**config.mk**
```make
export PLATFORM = sky130hd
export DESIGN_NAME = preemptive_response_ratio_scheduler_flat
export DESIGN_NICKNAME = d
export VERILOG_FILES = /design/src/prrs_pkg.sv /design/src/prrs_ifs.sv /design/src/preemptive_response_ratio_scheduler.sv /design/src/prrs_div_pipe.sv /design/src/flat_wrapper.sv
export SDC_FILE = /design/constraint.sdc
export NUM_CORES = 2
export LEC_CHECK = 0
export ABC_CLOCK_PERIOD_IN_PS = 4600
export BUFFER_PORTS_ARGS = -buffer_cell sky130_fd_sc_hd__buf_2
export CELL_PAD_IN_SITES_DETAIL_PLACEMENT = 0
export CELL_PAD_IN_SITES_GLOBAL_PLACEMENT = 1
export CORE_MARGIN = 5
export CORE_UTILIZATION = 55
export CTS_BUF_LIST = sky130_fd_sc_hd__clkbuf_8
export CTS_CLUSTER_SIZE = 24
export DETAILED_ROUTE_END_ITERATION = 16
export HOLD_SLACK_MARGIN = 0.06
export PLACE_DENSITY_LB_ADDON = 0.15
export SYNTH_ARGS = -nofsm -noshare
export SYNTH_HDL_FRONTEND = slang
export SYNTH_HIERARCHICAL = 1
export SYNTH_SLANG_ARGS = --single-unit
```
**constraint.sdc**
```tcl
create_clock -name i_clk -period 4.6 [get_ports i_clk]
set_input_delay 0.46 -clock i_clk [delete_from_list [all_inputs] [get_ports i_clk]]
set_output_delay 0.46 -clock i_clk [all_outputs]
set_load 0.01 [all_outputs]
```
**src/prrs_pkg.sv**
```systemverilog
package prrs_pkg;

    // Field widths fixed by the request and result formats
    localparam int TIME_W       = 16;
    localparam int ID_W         = 5;
    localparam int DEF_MAX_JOBS = 16;

    // Request action codes
    localparam logic ACT_LOAD = 1'b0;
    localparam logic ACT_TICK = 1'b1;

    // Side-band control that travels with each entry through the divider
    typedef struct packed {
        logic elig;   // entry has arrived and still has work
        logic last;   // last entry of the scan
    } t_div_ctl;

endpackage

```
**src/prrs_ifs.sv**
```systemverilog
interface prrs_req_if;
    logic                        valid;
    logic                        ready;
    logic                        action;
    logic [prrs_pkg::TIME_W-1:0] arrival_time;
    logic [prrs_pkg::TIME_W-1:0] run_time;

    modport source (output valid, action, arrival_time, run_time, input ready);
    modport sink   (input valid, action, arrival_time, run_time, output ready);
endinterface

interface prrs_rsp_if;
    logic                        valid;
    logic                        ready;
    logic [prrs_pkg::ID_W-1:0]   job_id;
    logic                        idle;
    logic                        job_done;
    logic                        all_done;
    logic [prrs_pkg::TIME_W-1:0] tick_time;

    modport source (output valid, job_id, idle, job_done, all_done, tick_time, input ready);
    modport sink   (input valid, job_id, idle, job_done, all_done, tick_time, output ready);
endinterface

```
**src/preemptive_response_ratio_scheduler.sv**
```systemverilog
// Load request: appends an entry to the job table while it is not full; no result.
// Tick request: one table entry is read per cycle into a 16-stage pipelined divider, and
// the result is built once the last entry leaves it (with no jobs, the scan is skipped).
// One request is in work at a time; a new request is taken while a result waits.
// Synchronous active-low reset clears the job count, time and control; the job
// table is not cleared and only entries below the job count are read.
module preemptive_response_ratio_scheduler #(
    parameter int MAX_JOBS = prrs_pkg::DEF_MAX_JOBS
) (
    input  logic        i_clk,
    input  logic        i_rst_n,
    prrs_req_if.sink    i_req,
    prrs_rsp_if.source  o_rsp
);
    import prrs_pkg::*;

    localparam int IDX_W = $clog2(MAX_JOBS);
    localparam int CNT_W = $clog2(MAX_JOBS + 1);
    localparam int TAG_W = IDX_W + TIME_W;

    typedef enum logic [3:0] {
        S_IDLE  = 4'b0001,
        S_SCAN  = 4'b0010,
        S_DRAIN = 4'b0100,
        S_FIN   = 4'b1000
    } t_state;

    t_state r_state, n_state;

    logic [CNT_W-1:0]    r_count;
    logic [CNT_W-1:0]    r_scan_idx;
    logic [TIME_W-1:0]   r_now;

    // Job table: {arrival, remaining} per entry
    logic [2*TIME_W-1:0] r_mem [MAX_JOBS];
    logic [2*TIME_W-1:0] r_rd_data;
    logic                r_rd_vld;
    logic                r_rd_last;
    logic [IDX_W-1:0]    r_rd_idx;

    logic                mem_we;
    logic [IDX_W-1:0]    mem_waddr;
    logic [2*TIME_W-1:0] mem_wdata;

    // Best-candidate tracking
    logic                r_found;
    logic [1:0]          r_nz;
    logic [IDX_W-1:0]    r_best_idx;
    logic [TIME_W-1:0]   r_best_q;
    logic [TIME_W-1:0]   r_best_a;
    logic [TIME_W-1:0]   r_best_r;

    // Output register
    logic                r_out_vld;
    logic [ID_W-1:0]     r_out_id;
    logic                r_out_idle;
    logic                r_out_done;
    logic                r_out_all;
    logic [TIME_W-1:0]   r_out_time;

    logic                req_acc;
    logic                load_acc;
    logic                tick_acc;
    logic                fin_go;
    logic                scan_last;
    logic [CNT_W-1:0]    id_full;

    logic [TIME_W-1:0]   rd_arr;
    logic [TIME_W-1:0]   rd_rem;
    t_div_ctl            div_in_ctl;

    logic                d_vld;
    logic [TIME_W-1:0]   d_quo;
    logic [TIME_W-1:0]   d_dvs;
    logic [TAG_W-1:0]    d_tag;
    t_div_ctl            d_ctl;
    logic [IDX_W-1:0]    d_idx;
    logic [TIME_W-1:0]   d_arr;
    logic                d_better;

    assign i_req.ready = (r_state == S_IDLE);
    assign req_acc     = i_req.valid && i_req.ready;
    assign load_acc    = req_acc && (i_req.action == ACT_LOAD);
    assign tick_acc    = req_acc && (i_req.action == ACT_TICK);
    assign fin_go      = (r_state == S_FIN) && (!r_out_vld || o_rsp.ready);
    assign scan_last   = (r_scan_idx == CNT_W'(r_count - 1'b1));

    // Sequence the scan
    always_comb begin
        n_state = r_state;
        unique case (r_state)
            S_IDLE: begin
                if (tick_acc) begin
                    n_state = (r_count == '0) ? S_FIN : S_SCAN;
                end
            end
            S_SCAN: begin
                if (scan_last) begin
                    n_state = S_DRAIN;
                end
            end
            S_DRAIN: begin
                if (d_vld && d_ctl.last) begin
                    n_state = S_FIN;
                end
            end
            S_FIN: begin
                if (fin_go) begin
                    n_state = S_IDLE;
                end
            end
            default: n_state = S_IDLE;
        endcase
    end

    always_ff @(posedge i_clk) begin
        if (!i_rst_n) begin
            r_state    <= S_IDLE;
            r_count    <= '0;
            r_now      <= '0;
            r_scan_idx <= '0;
            r_rd_vld   <= 1'b0;
        end else begin
            r_state  <= n_state;
            r_rd_vld <= (r_state == S_SCAN);
            if (load_acc && (r_count < CNT_W'(MAX_JOBS))) begin
                r_count <= r_count + 1'b1;
            end
            if (tick_acc) begin
                r_scan_idx <= '0;
            end else if (r_state == S_SCAN) begin
                r_scan_idx <= r_scan_idx + 1'b1;
            end
            if (fin_go) begin
                r_now <= r_now + 1'b1;
            end
        end
    end

    // Write port: append on load, write back the decremented entry on finish
    always_comb begin
        mem_we    = 1'b0;
        mem_waddr = r_count[IDX_W-1:0];
        mem_wdata = {i_req.arrival_time, i_req.run_time};
        if (load_acc && (r_count < CNT_W'(MAX_JOBS))) begin
            mem_we = 1'b1;
        end else if (fin_go && r_found) begin
            mem_we    = 1'b1;
            mem_waddr = r_best_idx;
            mem_wdata = {r_best_a, r_best_r - 1'b1};
        end
    end

    always_ff @(posedge i_clk) begin
        if (mem_we) begin
            r_mem[mem_waddr] <= mem_wdata;
        end
        r_rd_data <= r_mem[r_scan_idx[IDX_W-1:0]];
        r_rd_idx  <= r_scan_idx[IDX_W-1:0];
        r_rd_last <= scan_last;
    end

    // Feed each entry into the divider: (now - arrival) / remaining
    assign rd_arr          = r_rd_data[2*TIME_W-1:TIME_W];
    assign rd_rem          = r_rd_data[TIME_W-1:0];
    assign div_in_ctl.elig = (rd_rem != '0) && (rd_arr <= r_now);
    assign div_in_ctl.last = r_rd_last;

    prrs_div_pipe #(
        .TAG_W (TAG_W)
    ) u_div (
        .i_clk      (i_clk),
        .i_rst_n    (i_rst_n),
        .i_valid    (r_rd_vld),
        .i_dividend (r_now - rd_arr),
        .i_divisor  (rd_rem),
        .i_tag      ({r_rd_idx, rd_arr}),
        .i_ctl      (div_in_ctl),
        .o_valid    (d_vld),
        .o_quot     (d_quo),
        .o_divisor  (d_dvs),
        .o_tag      (d_tag),
        .o_ctl      (d_ctl)
    );

    assign d_idx = d_tag[TAG_W-1:TIME_W];
    assign d_arr = d_tag[TIME_W-1:0];

    // Higher quotient wins; equal quotient goes to the earlier arrival, then lower id
    assign d_better = d_vld && d_ctl.elig &&
                      (!r_found || (d_quo > r_best_q) ||
                       ((d_quo == r_best_q) && (d_arr < r_best_a)));

    always_ff @(posedge i_clk) begin
        if (!i_rst_n) begin
            r_found <= 1'b0;
            r_nz    <= '0;
        end else if (tick_acc) begin
            r_found <= 1'b0;
            r_nz    <= '0;
        end else if (d_vld) begin
            if (d_better) begin
                r_found <= 1'b1;
            end
            if ((d_dvs != '0) && (r_nz != 2'd2)) begin
                r_nz <= r_nz + 1'b1;
            end
        end
    end

    always_ff @(posedge i_clk) begin
        if (d_better) begin
            r_best_idx <= d_idx;
            r_best_q   <= d_quo;
            r_best_a   <= d_arr;
            r_best_r   <= d_dvs;
        end
    end

    // Build the result; all done when no work is left after this decrement
    assign id_full = CNT_W'(r_best_idx) + 1'b1;

    always_ff @(posedge i_clk) begin
        if (!i_rst_n) begin
            r_out_vld <= 1'b0;
        end else if (fin_go) begin
            r_out_vld <= 1'b1;
        end else if (o_rsp.ready) begin
            r_out_vld <= 1'b0;
        end
    end

    always_ff @(posedge i_clk) begin
        if (fin_go) begin
            r_out_id   <= r_found ? ID_W'(id_full) : '0;
            r_out_idle <= !r_found;
            r_out_done <= r_found && (r_best_r == TIME_W'(1));
            r_out_all  <= (r_nz == 2'd0) ||
                          ((r_nz == 2'd1) && r_found && (r_best_r == TIME_W'(1)));
            r_out_time <= r_now;
        end
    end

    assign o_rsp.valid     = r_out_vld;
    assign o_rsp.job_id    = r_out_id;
    assign o_rsp.idle      = r_out_idle;
    assign o_rsp.job_done  = r_out_done;
    assign o_rsp.all_done  = r_out_all;
    assign o_rsp.tick_time = r_out_time;

    // An idle result names no job and reports no completion
    a_idle_result: assert property (@(posedge i_clk) disable iff (!i_rst_n)
        (o_rsp.valid && o_rsp.idle) |-> ((o_rsp.job_id == '0) && !o_rsp.job_done))
        else $error("idle result carries a job");

    // Divider traffic only exists while a scan is in work
    a_div_in_scan: assert property (@(posedge i_clk) disable iff (!i_rst_n)
        d_vld |-> ((r_state == S_SCAN) || (r_state == S_DRAIN)))
        else $error("divider output outside a scan");

    // A chosen job implies at least one entry with work was seen
    a_found_nz: assert property (@(posedge i_clk) disable iff (!i_rst_n)
        ((r_state == S_FIN) && r_found) |-> (r_nz != 2'd0))
        else $error("job chosen without pending work");

    // Time advances by exactly one on each finished tick
    a_time_step: assert property (@(posedge i_clk) disable iff (!i_rst_n)
        fin_go |=> (r_now == $past(r_now) + 1'b1))
        else $error("time did not advance");

endmodule

```
**src/prrs_div_pipe.sv**
```systemverilog
module prrs_div_pipe #(
    parameter int TAG_W = 20
) (
    input  logic                        i_clk,
    input  logic                        i_rst_n,
    input  logic                        i_valid,
    input  logic [prrs_pkg::TIME_W-1:0] i_dividend,
    input  logic [prrs_pkg::TIME_W-1:0] i_divisor,
    input  logic [TAG_W-1:0]            i_tag,
    input  prrs_pkg::t_div_ctl          i_ctl,
    output logic                        o_valid,
    output logic [prrs_pkg::TIME_W-1:0] o_quot,
    output logic [prrs_pkg::TIME_W-1:0] o_divisor,
    output logic [TAG_W-1:0]            o_tag,
    output prrs_pkg::t_div_ctl          o_ctl
);
    import prrs_pkg::*;

    localparam int N = TIME_W;

    // Stage 0 is the input; stages 1..N are registers, one quotient bit each
    logic              s_vld [N+1];
    logic [TIME_W-1:0] s_rem [N+1];
    logic [TIME_W-1:0] s_quo [N+1];
    logic [TIME_W-1:0] s_dvs [N+1];
    logic [TAG_W-1:0]  s_tag [N+1];
    t_div_ctl          s_ctl [N+1];

    assign s_vld[0] = i_valid;
    assign s_rem[0] = '0;
    assign s_quo[0] = i_dividend;
    assign s_dvs[0] = i_divisor;
    assign s_tag[0] = i_tag;
    assign s_ctl[0] = i_ctl;

    for (genvar k = 0; k < N; k++) begin : g_stage
        logic [TIME_W:0] trial;
        logic [TIME_W:0] diff;
        logic            ge;

        // Shift in the next dividend bit and try one subtract
        always_comb begin
            trial = {s_rem[k], s_quo[k][TIME_W-1]};
            diff  = trial - {1'b0, s_dvs[k]};
            ge    = (trial >= {1'b0, s_dvs[k]});
        end

        always_ff @(posedge i_clk) begin
            if (!i_rst_n) begin
                s_vld[k+1] <= 1'b0;
            end else begin
                s_vld[k+1] <= s_vld[k];
            end
        end

        always_ff @(posedge i_clk) begin
            s_rem[k+1] <= ge ? diff[TIME_W-1:0] : trial[TIME_W-1:0];
            s_quo[k+1] <= {s_quo[k][TIME_W-2:0], ge};
            s_dvs[k+1] <= s_dvs[k];
            s_tag[k+1] <= s_tag[k];
            s_ctl[k+1] <= s_ctl[k];
        end
    end

    assign o_valid   = s_vld[N];
    assign o_quot    = s_quo[N];
    assign o_divisor = s_dvs[N];
    assign o_tag     = s_tag[N];
    assign o_ctl     = s_ctl[N];

endmodule
```
**src/flat_wrapper.sv**
```systemverilog
// flat-port wrapper written by rule: the top's interface ports become plain ports
module preemptive_response_ratio_scheduler_flat import prrs_pkg::*;
#(
    parameter int MAX_JOBS = prrs_pkg::DEF_MAX_JOBS
)
  (i_clk, i_rst_n, i_req_valid, i_req_action, i_req_arrival_time, i_req_run_time, i_req_ready, o_rsp_valid, o_rsp_job_id, o_rsp_idle, o_rsp_job_done, o_rsp_all_done, o_rsp_tick_time, o_rsp_ready);
  prrs_req_if i_req_i ();
  prrs_rsp_if o_rsp_i ();
  input  logic i_clk;
  input  logic i_rst_n;
  input wire logic [$bits(i_req_i.valid)-1:0] i_req_valid;
  input wire logic [$bits(i_req_i.action)-1:0] i_req_action;
  input wire logic [$bits(i_req_i.arrival_time)-1:0] i_req_arrival_time;
  input wire logic [$bits(i_req_i.run_time)-1:0] i_req_run_time;
  output wire logic [$bits(i_req_i.ready)-1:0] i_req_ready;
  output wire logic [$bits(o_rsp_i.valid)-1:0] o_rsp_valid;
  output wire logic [$bits(o_rsp_i.job_id)-1:0] o_rsp_job_id;
  output wire logic [$bits(o_rsp_i.idle)-1:0] o_rsp_idle;
  output wire logic [$bits(o_rsp_i.job_done)-1:0] o_rsp_job_done;
  output wire logic [$bits(o_rsp_i.all_done)-1:0] o_rsp_all_done;
  output wire logic [$bits(o_rsp_i.tick_time)-1:0] o_rsp_tick_time;
  input wire logic [$bits(o_rsp_i.ready)-1:0] o_rsp_ready;
  assign i_req_i.valid = i_req_valid;
  assign i_req_i.action = i_req_action;
  assign i_req_i.arrival_time = i_req_arrival_time;
  assign i_req_i.run_time = i_req_run_time;
  assign i_req_ready = i_req_i.ready;
  assign o_rsp_valid = o_rsp_i.valid;
  assign o_rsp_job_id = o_rsp_i.job_id;
  assign o_rsp_idle = o_rsp_i.idle;
  assign o_rsp_job_done = o_rsp_i.job_done;
  assign o_rsp_all_done = o_rsp_i.all_done;
  assign o_rsp_tick_time = o_rsp_i.tick_time;
  assign o_rsp_i.ready = o_rsp_ready;
  preemptive_response_ratio_scheduler #(.MAX_JOBS(MAX_JOBS)) u_core (.i_clk(i_clk), .i_rst_n(i_rst_n), .i_req(i_req_i), .o_rsp(o_rsp_i));
endmodule
```
Yosys cells after proc, flatten, opt, wreduce, memory -nomap -nowiden
Memories as Yosys holds them, arrays and structs flattened. A register that Yosys moved wholly into a read port is not among the register bits.
Index checks and enable logic that the tools add are counted.
Widths: inputs -> output; s select.
{"block": "totals", "elab_cells": 251, "ff_bits": 1236, "n_memories": 1, "ram_bits": 512}
{"block": "op_classes", "n_eq_ne": 13, "reduce_logical": 30, "magnitude_cmp": 20, "muxes": 31, "add_sub_neg": 23, "n_bitwise": 2}
{"name": "u_core.r_mem", "depth": 16, "word_bits": 32, "read_ports": 1, "rd_clocked_by_memory_dff": 1, "wr": 1, "line_no": "preemptive_response_ratio_scheduler.sv:35", "text": "logic [2*TIME_W-1:0] r_mem [MAX_JOBS];"}
{"operator": "$ge 17x16->1", "n": 15}
{"operator": "$sub 16x16->16", "n": 15}
{"operator": "$mux 16", "n": 14}
{"operator": "$mux 32", "n": 2}
{"operator": "$reduce_bool 16->1", "n": 2}
{"operator": "$mux 4", "n": 7}
{"operator": "$add 16x1->16 const B", "n": 1}
{"operator": "$eq 16x1->1 const B", "n": 1}
{"operator": "$eq 16x16->1", "n": 1}
{"operator": "$ge 1x16->1", "n": 1}
{"operator": "$gt 16x16->1", "n": 1}
{"operator": "$le 16x16->1", "n": 1}
{"operator": "$lt 16x16->1", "n": 1}
{"operator": "$pmux 4 s4", "n": 1}
{"operator": "$sub 1x16->16", "n": 1}
{"operator": "$sub 16x1->16 const B", "n": 1}
{"operator": "$logic_and 1x1->1", "n": 15}
{"operator": "$add 5x1->5 const B", "n": 2}
{"operator": "$mux 1", "n": 7}
{"operator": "$ne 2x1->1 const B", "n": 3}
{"operator": "$add 4x1->5 const B", "n": 1}
{"operator": "$eq 5x5->1", "n": 1}
{"operator": "$logic_not 5->1", "n": 1}
{"operator": "$lt 5x5->1 const B", "n": 1}
{"operator": "other kinds (16)", "n": 23}

Depth between registers and ports, before layout
{"block": "depth", "depth_word": 8, "mapped_depth": 17, "depth_no_buf": 15}

Cells and area by module
The synthesis kept the hierarchy.
{"module": "prrs_div_pipe", "cells_each": 3261, "n_inst": 1, "area_each_um2": 37393.4}
{"module": "preemptive_response_ratio_scheduler", "cells_each": 1420, "n_inst": 1, "area_each_um2": 26522.9}

Worst setup path after synthesis
No wires, ideal clock.
{"block": "synth_timing", "path_kind": "register to register", "start": "reg u_core.r_state[0]", "end": "mem u_core/r_mem[12][0] in the netlist's numbering, enable pin", "path_stages_with_launch": 9, "setup_ns": 0.421, "slack_ns": 1.053, "required_time_ns": 4.179, "arrival_ns": 3.126, "cell_sequence": "dfxtp_1 -> buf_2 -> nor4b_4 -> nand2_2 -> clkinv_2 -> nand2_2 -> buf_6 -> o32a_1 -> nor2_1"}
{"block": "synth_via", "elab_chain_cells": 7, "elab_cells_between_ends": 13}
{"element": "start: declaration", "line_no": "preemptive_response_ratio_scheduler.sv:28", "text": "t_state r_state, n_state;"}
{"element": "start signal: assignment", "line_no": "preemptive_response_ratio_scheduler.sv:124", "text": "r_state <= n_state;"}
{"element": "$eq 4x4->1 *", "line_no": "preemptive_response_ratio_scheduler.sv:85", "text": "assign fin_go = (r_state == S_FIN) && (!r_out_vld || o_rsp.ready);"}
{"element": "$logic_and 1x1->1 *", "line_no": "preemptive_response_ratio_scheduler.sv:85"}
{"element": "named net u_core.fin_go", "line_no": "preemptive_response_ratio_scheduler.sv:64", "text": "logic fin_go;"}
{"element": "$logic_and 1x1->1 *", "line_no": "preemptive_response_ratio_scheduler.sv:147", "text": "end else if (fin_go && r_found) begin"}
{"element": "$mux 1", "line_no": "preemptive_response_ratio_scheduler.sv:147"}
{"element": "$mux 1", "line_no": "preemptive_response_ratio_scheduler.sv:145", "text": "if (load_acc && (r_count < CNT_W'(MAX_JOBS))) begin"}
{"element": "$mux 1", "line_no": "preemptive_response_ratio_scheduler.sv:155", "text": "if (mem_we) begin"}
{"element": "$mux 1 (not written as such)", "line_no": "preemptive_response_ratio_scheduler.sv:156", "text": "r_mem[mem_waddr] <= mem_wdata;"}
{"element": "end: declaration", "line_no": "preemptive_response_ratio_scheduler.sv:35"}
The timed path passes the listed nets; every way through them passes the cells marked *.

Final worst setup path
{"block": "layout_timing", "start": "reg u_core.r_now[0]", "end": "reg u_core.u_div.s_rem, in the netlist u_core/u_div/g_stage[1].trial[15]"}
{"block": "layout_via", "elab_chain_cells": 2, "elab_cells_between_ends": 3}
{"element": "start: declaration", "line_no": "preemptive_response_ratio_scheduler.sv:32", "text": "logic [TIME_W-1:0] r_now;"}
{"element": "start signal: assignment", "line_no": "preemptive_response_ratio_scheduler.sv:135", "text": "r_now <= r_now + 1'b1;"}
{"element": "$sub 16x16->16 *", "line_no": "preemptive_response_ratio_scheduler.sv:175", "text": ".i_dividend (r_now - rd_arr),"}
{"element": "$sub 1x16->16 / $ge 1x16->1 (equally long branches)", "line_no": "prrs_div_pipe.sv:44, prrs_div_pipe.sv:45"}
{"element": "end signal: indexed assignment", "line_no": "prrs_div_pipe.sv:57", "text": "s_rem[k+1] <= ge ? diff[TIME_W-1:0] : trial[TIME_W-1:0];"}
{"element": "end: declaration", "line_no": "prrs_div_pipe.sv:23", "text": "logic [TIME_W-1:0] s_rem [N+1];"}
Every way passes the cells marked *; elsewhere a longest branch is shown, timed or not.
A chain may end at the register's enable or synchronous reset.

==> flow_metrics.env <==
export IMPL_synthArstFlopShare_pct=0
export IMPL_synth_cell_types=87
export IMPL_cts_tree="done"
export IMPL_min_path_type="input pin to flop"
export IMPL_synth_ff_type="dfxtp_1"
export IMPL_cp_start_kind="flop"
export IMPL_cts_repair_timing_setup_buffer_count=0
export IMPL_dieArea_sq_um=123000
export IMPL_clock_skew_final_ns=0.0765
export IMPL_drt_iter0_markers=2380
export IMPL_grt_pass1_vias=36500
export IMPL_grt_pass1_wl_microns=202000
export IMPL_antenna_found_initial=9
export IMPL_period_needed_ns=3.95
export IMPL_synth_edff_count=588
export IMPL_h_tree_depth=5
export IMPL_syn_area_per_cell_sq_um=13.7
export IMPL_path_max_fanout=17
export IMPL_min_period_over_period_pct=85.8
export IMPL_setup_violations=0
export IMPL_yosysWarnings=6
export IMPL_timing_fmax_mhz=253
export IMPL_track_usage_pct=21.3
export IMPL_route_detailed_drc=0
export IMPL_max_cap_violations=0
export IMPL_ctsResizeCount=0
export IMPL_synth_seq_cells=1780
export IMPL_hold_viol=0
export IMPL_end_kind="flop"
export IMPL_dr_total_vias=35700
export IMPL_ir_drop_mv=0.330
export IMPL_numCtsBuffers=294
export IMPL_clock_sinks=1780
export IMPL_ios=63
export IMPL_n_fill_cell=8855
export IMPL_wl_per_cell_microns=19.3
export IMPL_rrSetupSlack_ns=0.65
export IMPL_area_growth_pct=12.3
export IMPL_die_w_microns=351
export IMPL_cp_arrival_ns=4.82
export IMPL_syn_area_sq_um=63900
export IMPL_yosysTopAreaCell="dfxtp_1"
export IMPL_yosysSeqAreaShare_pct=65.0
export IMPL_relSlewSlack_pct=18.1
export IMPL_dpl_hpwl_microns=87100
export IMPL_clkLatencyLatePin_ns=0.96
export IMPL_p_total_mw=35.0
export IMPL_synthCells=4681
export IMPL_fp_row_count=125
export IMPL_drt_pre_antenna_iters=7
export IMPL_slew_viol_final=0
export IMPL_synthTopCellsByCount="dfxtp_1 (1192), edfxtp_1 (588), inv_1 (365), ha_1 (299), nand2_1 (201)"
export IMPL_viasPerCell=5.31
export IMPL_grt_max_degree=52
export IMPL_synth_nets=5032
export IMPL_critPathKind="flop to flop"
export IMPL_p_per_area_nw_per_um2=488
export IMPL_wl_microns=130000
export IMPL_cts_max_path_buffers=4
export IMPL_root_buffer="clkbuf_8"
export IMPL_fin_setup_tns_ns=0
export IMPL_ys_top_cells_by_area="dfxtp_1 (37%), edfxtp_1 (28%), ha_1 (5.9%)"
export IMPL_gr_total_overflow=0
export IMPL_worstMarginPinSlew_ns=1.21
export IMPL_status="finished, final reports clean"
export IMPL_drive_gt1_share_pct=16.5
export IMPL_cp_required_ns=5.47
export IMPL_portBuffers=62
export IMPL_start_util_pct=55.2
export IMPL_leakagePower_nw=29.5
export IMPL_coreArea_sq_um=116000
export IMPL_place_congestion=0.835
export IMPL_yosysTopAreaCellShare_pct=37.3
export IMPL_die_height_microns=351
export IMPL_clkTransAtPathRegs_ns=0.06
export IMPL_nNetsFinal=5342
export IMPL_holdWs_ns=0.187
export IMPL_postRouteAntennaNets=0
export IMPL_yosysMostFrequentCell="dfxtp_1"
export IMPL_rsz0062_at_grt="no"
[power breakdown]
| group | internal, mW | leakage, nW | switching (mW) |
|---|---|---|---|
| registers | 17.3 | 15.2 | 0.527 |
| clock network | 7.07 | 3.21 | 5.75 |
| logic | 2.01 | 11.1 | 2.42 |
[sequential cells by signal (all words and copies together) (netlist names), 5 cells and up]
signal	cells
u_core/r_mem	512
u_core/u_div/s_tag	300
u_core/u_div/g_stage.trial	255
u_core/u_div/s_dvs	240
u_core/u_div/s_quo	225
u_core/r_rd_data	32
u_core/u_div/s_ctl	30
u_core/u_div/o_tag	20
u_core/o_rsp.tick_time	16
u_core/r_best_a	16
u_core/r_best_q	16
u_core/r_best_r	16
u_core/r_now	16
u_core/u_div/o_divisor	16
u_core/u_div/o_quot	16
u_core/u_div/s_vld	15
u_core/o_rsp.job_id	5
u_core/r_count	5
u_core/r_scan_idx	5
[final cells by class]
type | instances | area, sq um | share of cell area (%)
diodes | 6 | 15.0 | 0.0209
clock buffers | 347 | 4780 | 6.65
clock inverters | 153 | 752 | 1.05
inverters | 367 | 1380 | 1.92
multi-input cells | 2386 | 20200 | 28.2
flip-flops and latches | 1780 | 41500 | 57.8
well taps | 1524 | 1910 | 2.66
repair buffers | 162 | 1200 | 1.67
[final timing paths]
check | startpoint | endpoint | cells past startpoint
worst max-delay path | u_core/r_now[0]$_SDFFE_PN0P_ | u_core/u_div/g_stage[1].trial[15]$_SDFF_PP0_ | 14
worst min-delay path | i_req_run_time[9] | u_core/r_mem[12][9]$_DFFE_PP_ | 4
worst max register to register | u_core/r_now[0]$_SDFFE_PN0P_ | u_core/u_div/g_stage[1].trial[15]$_SDFF_PP0_ | 14
worst min register to register | u_core/u_div/s_tag[274]$_DFF_P_ | u_core/u_div/s_tag[254]$_DFF_P_ | 0
[critical path, cell delays in order, from the launching register on]
cell	delay (ns)
dfxtp_1	0.36
inv_1	0.12
ha_1	0.25
nand2b_1	0.17
a21oi_1	0.25
o211ai_1	0.18
nand2_1	0.13
a221oi_1	0.10
xnor2_1	0.75
inv_1	0.11
ha_1	0.34
inv_1	0.10
ha_1	0.27
o21a_1	0.48
a21boi_0	0.25
[stage by stage]
stage / worst slack, ns / cells / utilization (%) / instance area (sq um)
finish: 0.652 / 6725 / 62.0 / 71800
global route: 0.252 / 6723 / 62.0 / 71800
CTS: 0.710 / 6719 / 62.0 / 71800
detailed placement: 0.755 / 6184 / 56.9 / 65900
global placement: 0.785 / 6184 / 56.9 / 65900
floorplan: 1.05 / 4681 / - / 63900
[what timing repair did]
action                                  4_1_cts  5_1_grt
hold endpoints to repair                    465        0
endpoints found under the setup margin        0        0
hold buffers                                 35        0
[cell families (layout without fill, tap and decap cells)]
logic type	Yosys count	after routing	synth area share, %
flops	1780	1780	65.0
simple gates	786	786	6.22
compound gates	758	758	7.58
buf+inv	515	1029	3.60
mux	324	324	8.52
fa+ha+maj	314	314	6.32
xor+xnor	204	204	2.80
other cells	0	6	0
[routing by layer]
metal  share of wire, %  global-route usage (%)  up-vias
met2                 46                    33.8      964
met3                7.3                    5.18      220
met4                2.2                    7.21        0
met5                  0                   0.942        -
met1                 44                    28.9    17100
li1                   -                       -    17400
[cell usage in the layout, fill, tap and decap left out, types with 15 or more instances in the layout]
cell type / n
nand3_1: 56
a21boi_0: 18
nand2b_1: 47
o31a_1: 27
and2_1: 44
buf_4: 61
a211oi_1: 20
nor2_1: 173
clkbuf_8: 347
a31oi_1: 32
o31ai_1: 22
o21ai_0: 193
buf_2: 62
ha_1: 299
nor2b_1: 54
and3_1: 17
o21a_1: 41
a21oi_1: 199
mux4_2: 160
dlygate4sd3_1: 35
nor4_1: 29
mux2_2: 132
fa_1: 15
nor3_1: 48
edfxtp_1: 588
nand2_1: 201
xnor2_1: 123
dfxtp_1: 1188
clkinv_2: 16
a21o_1: 77
inv_1: 466
nor2_4: 16
nand4_1: 45
xor2_1: 81
clkinv_1: 25
mux2i_1: 25
Note: power is estimated with default switching activity, not from simulation.
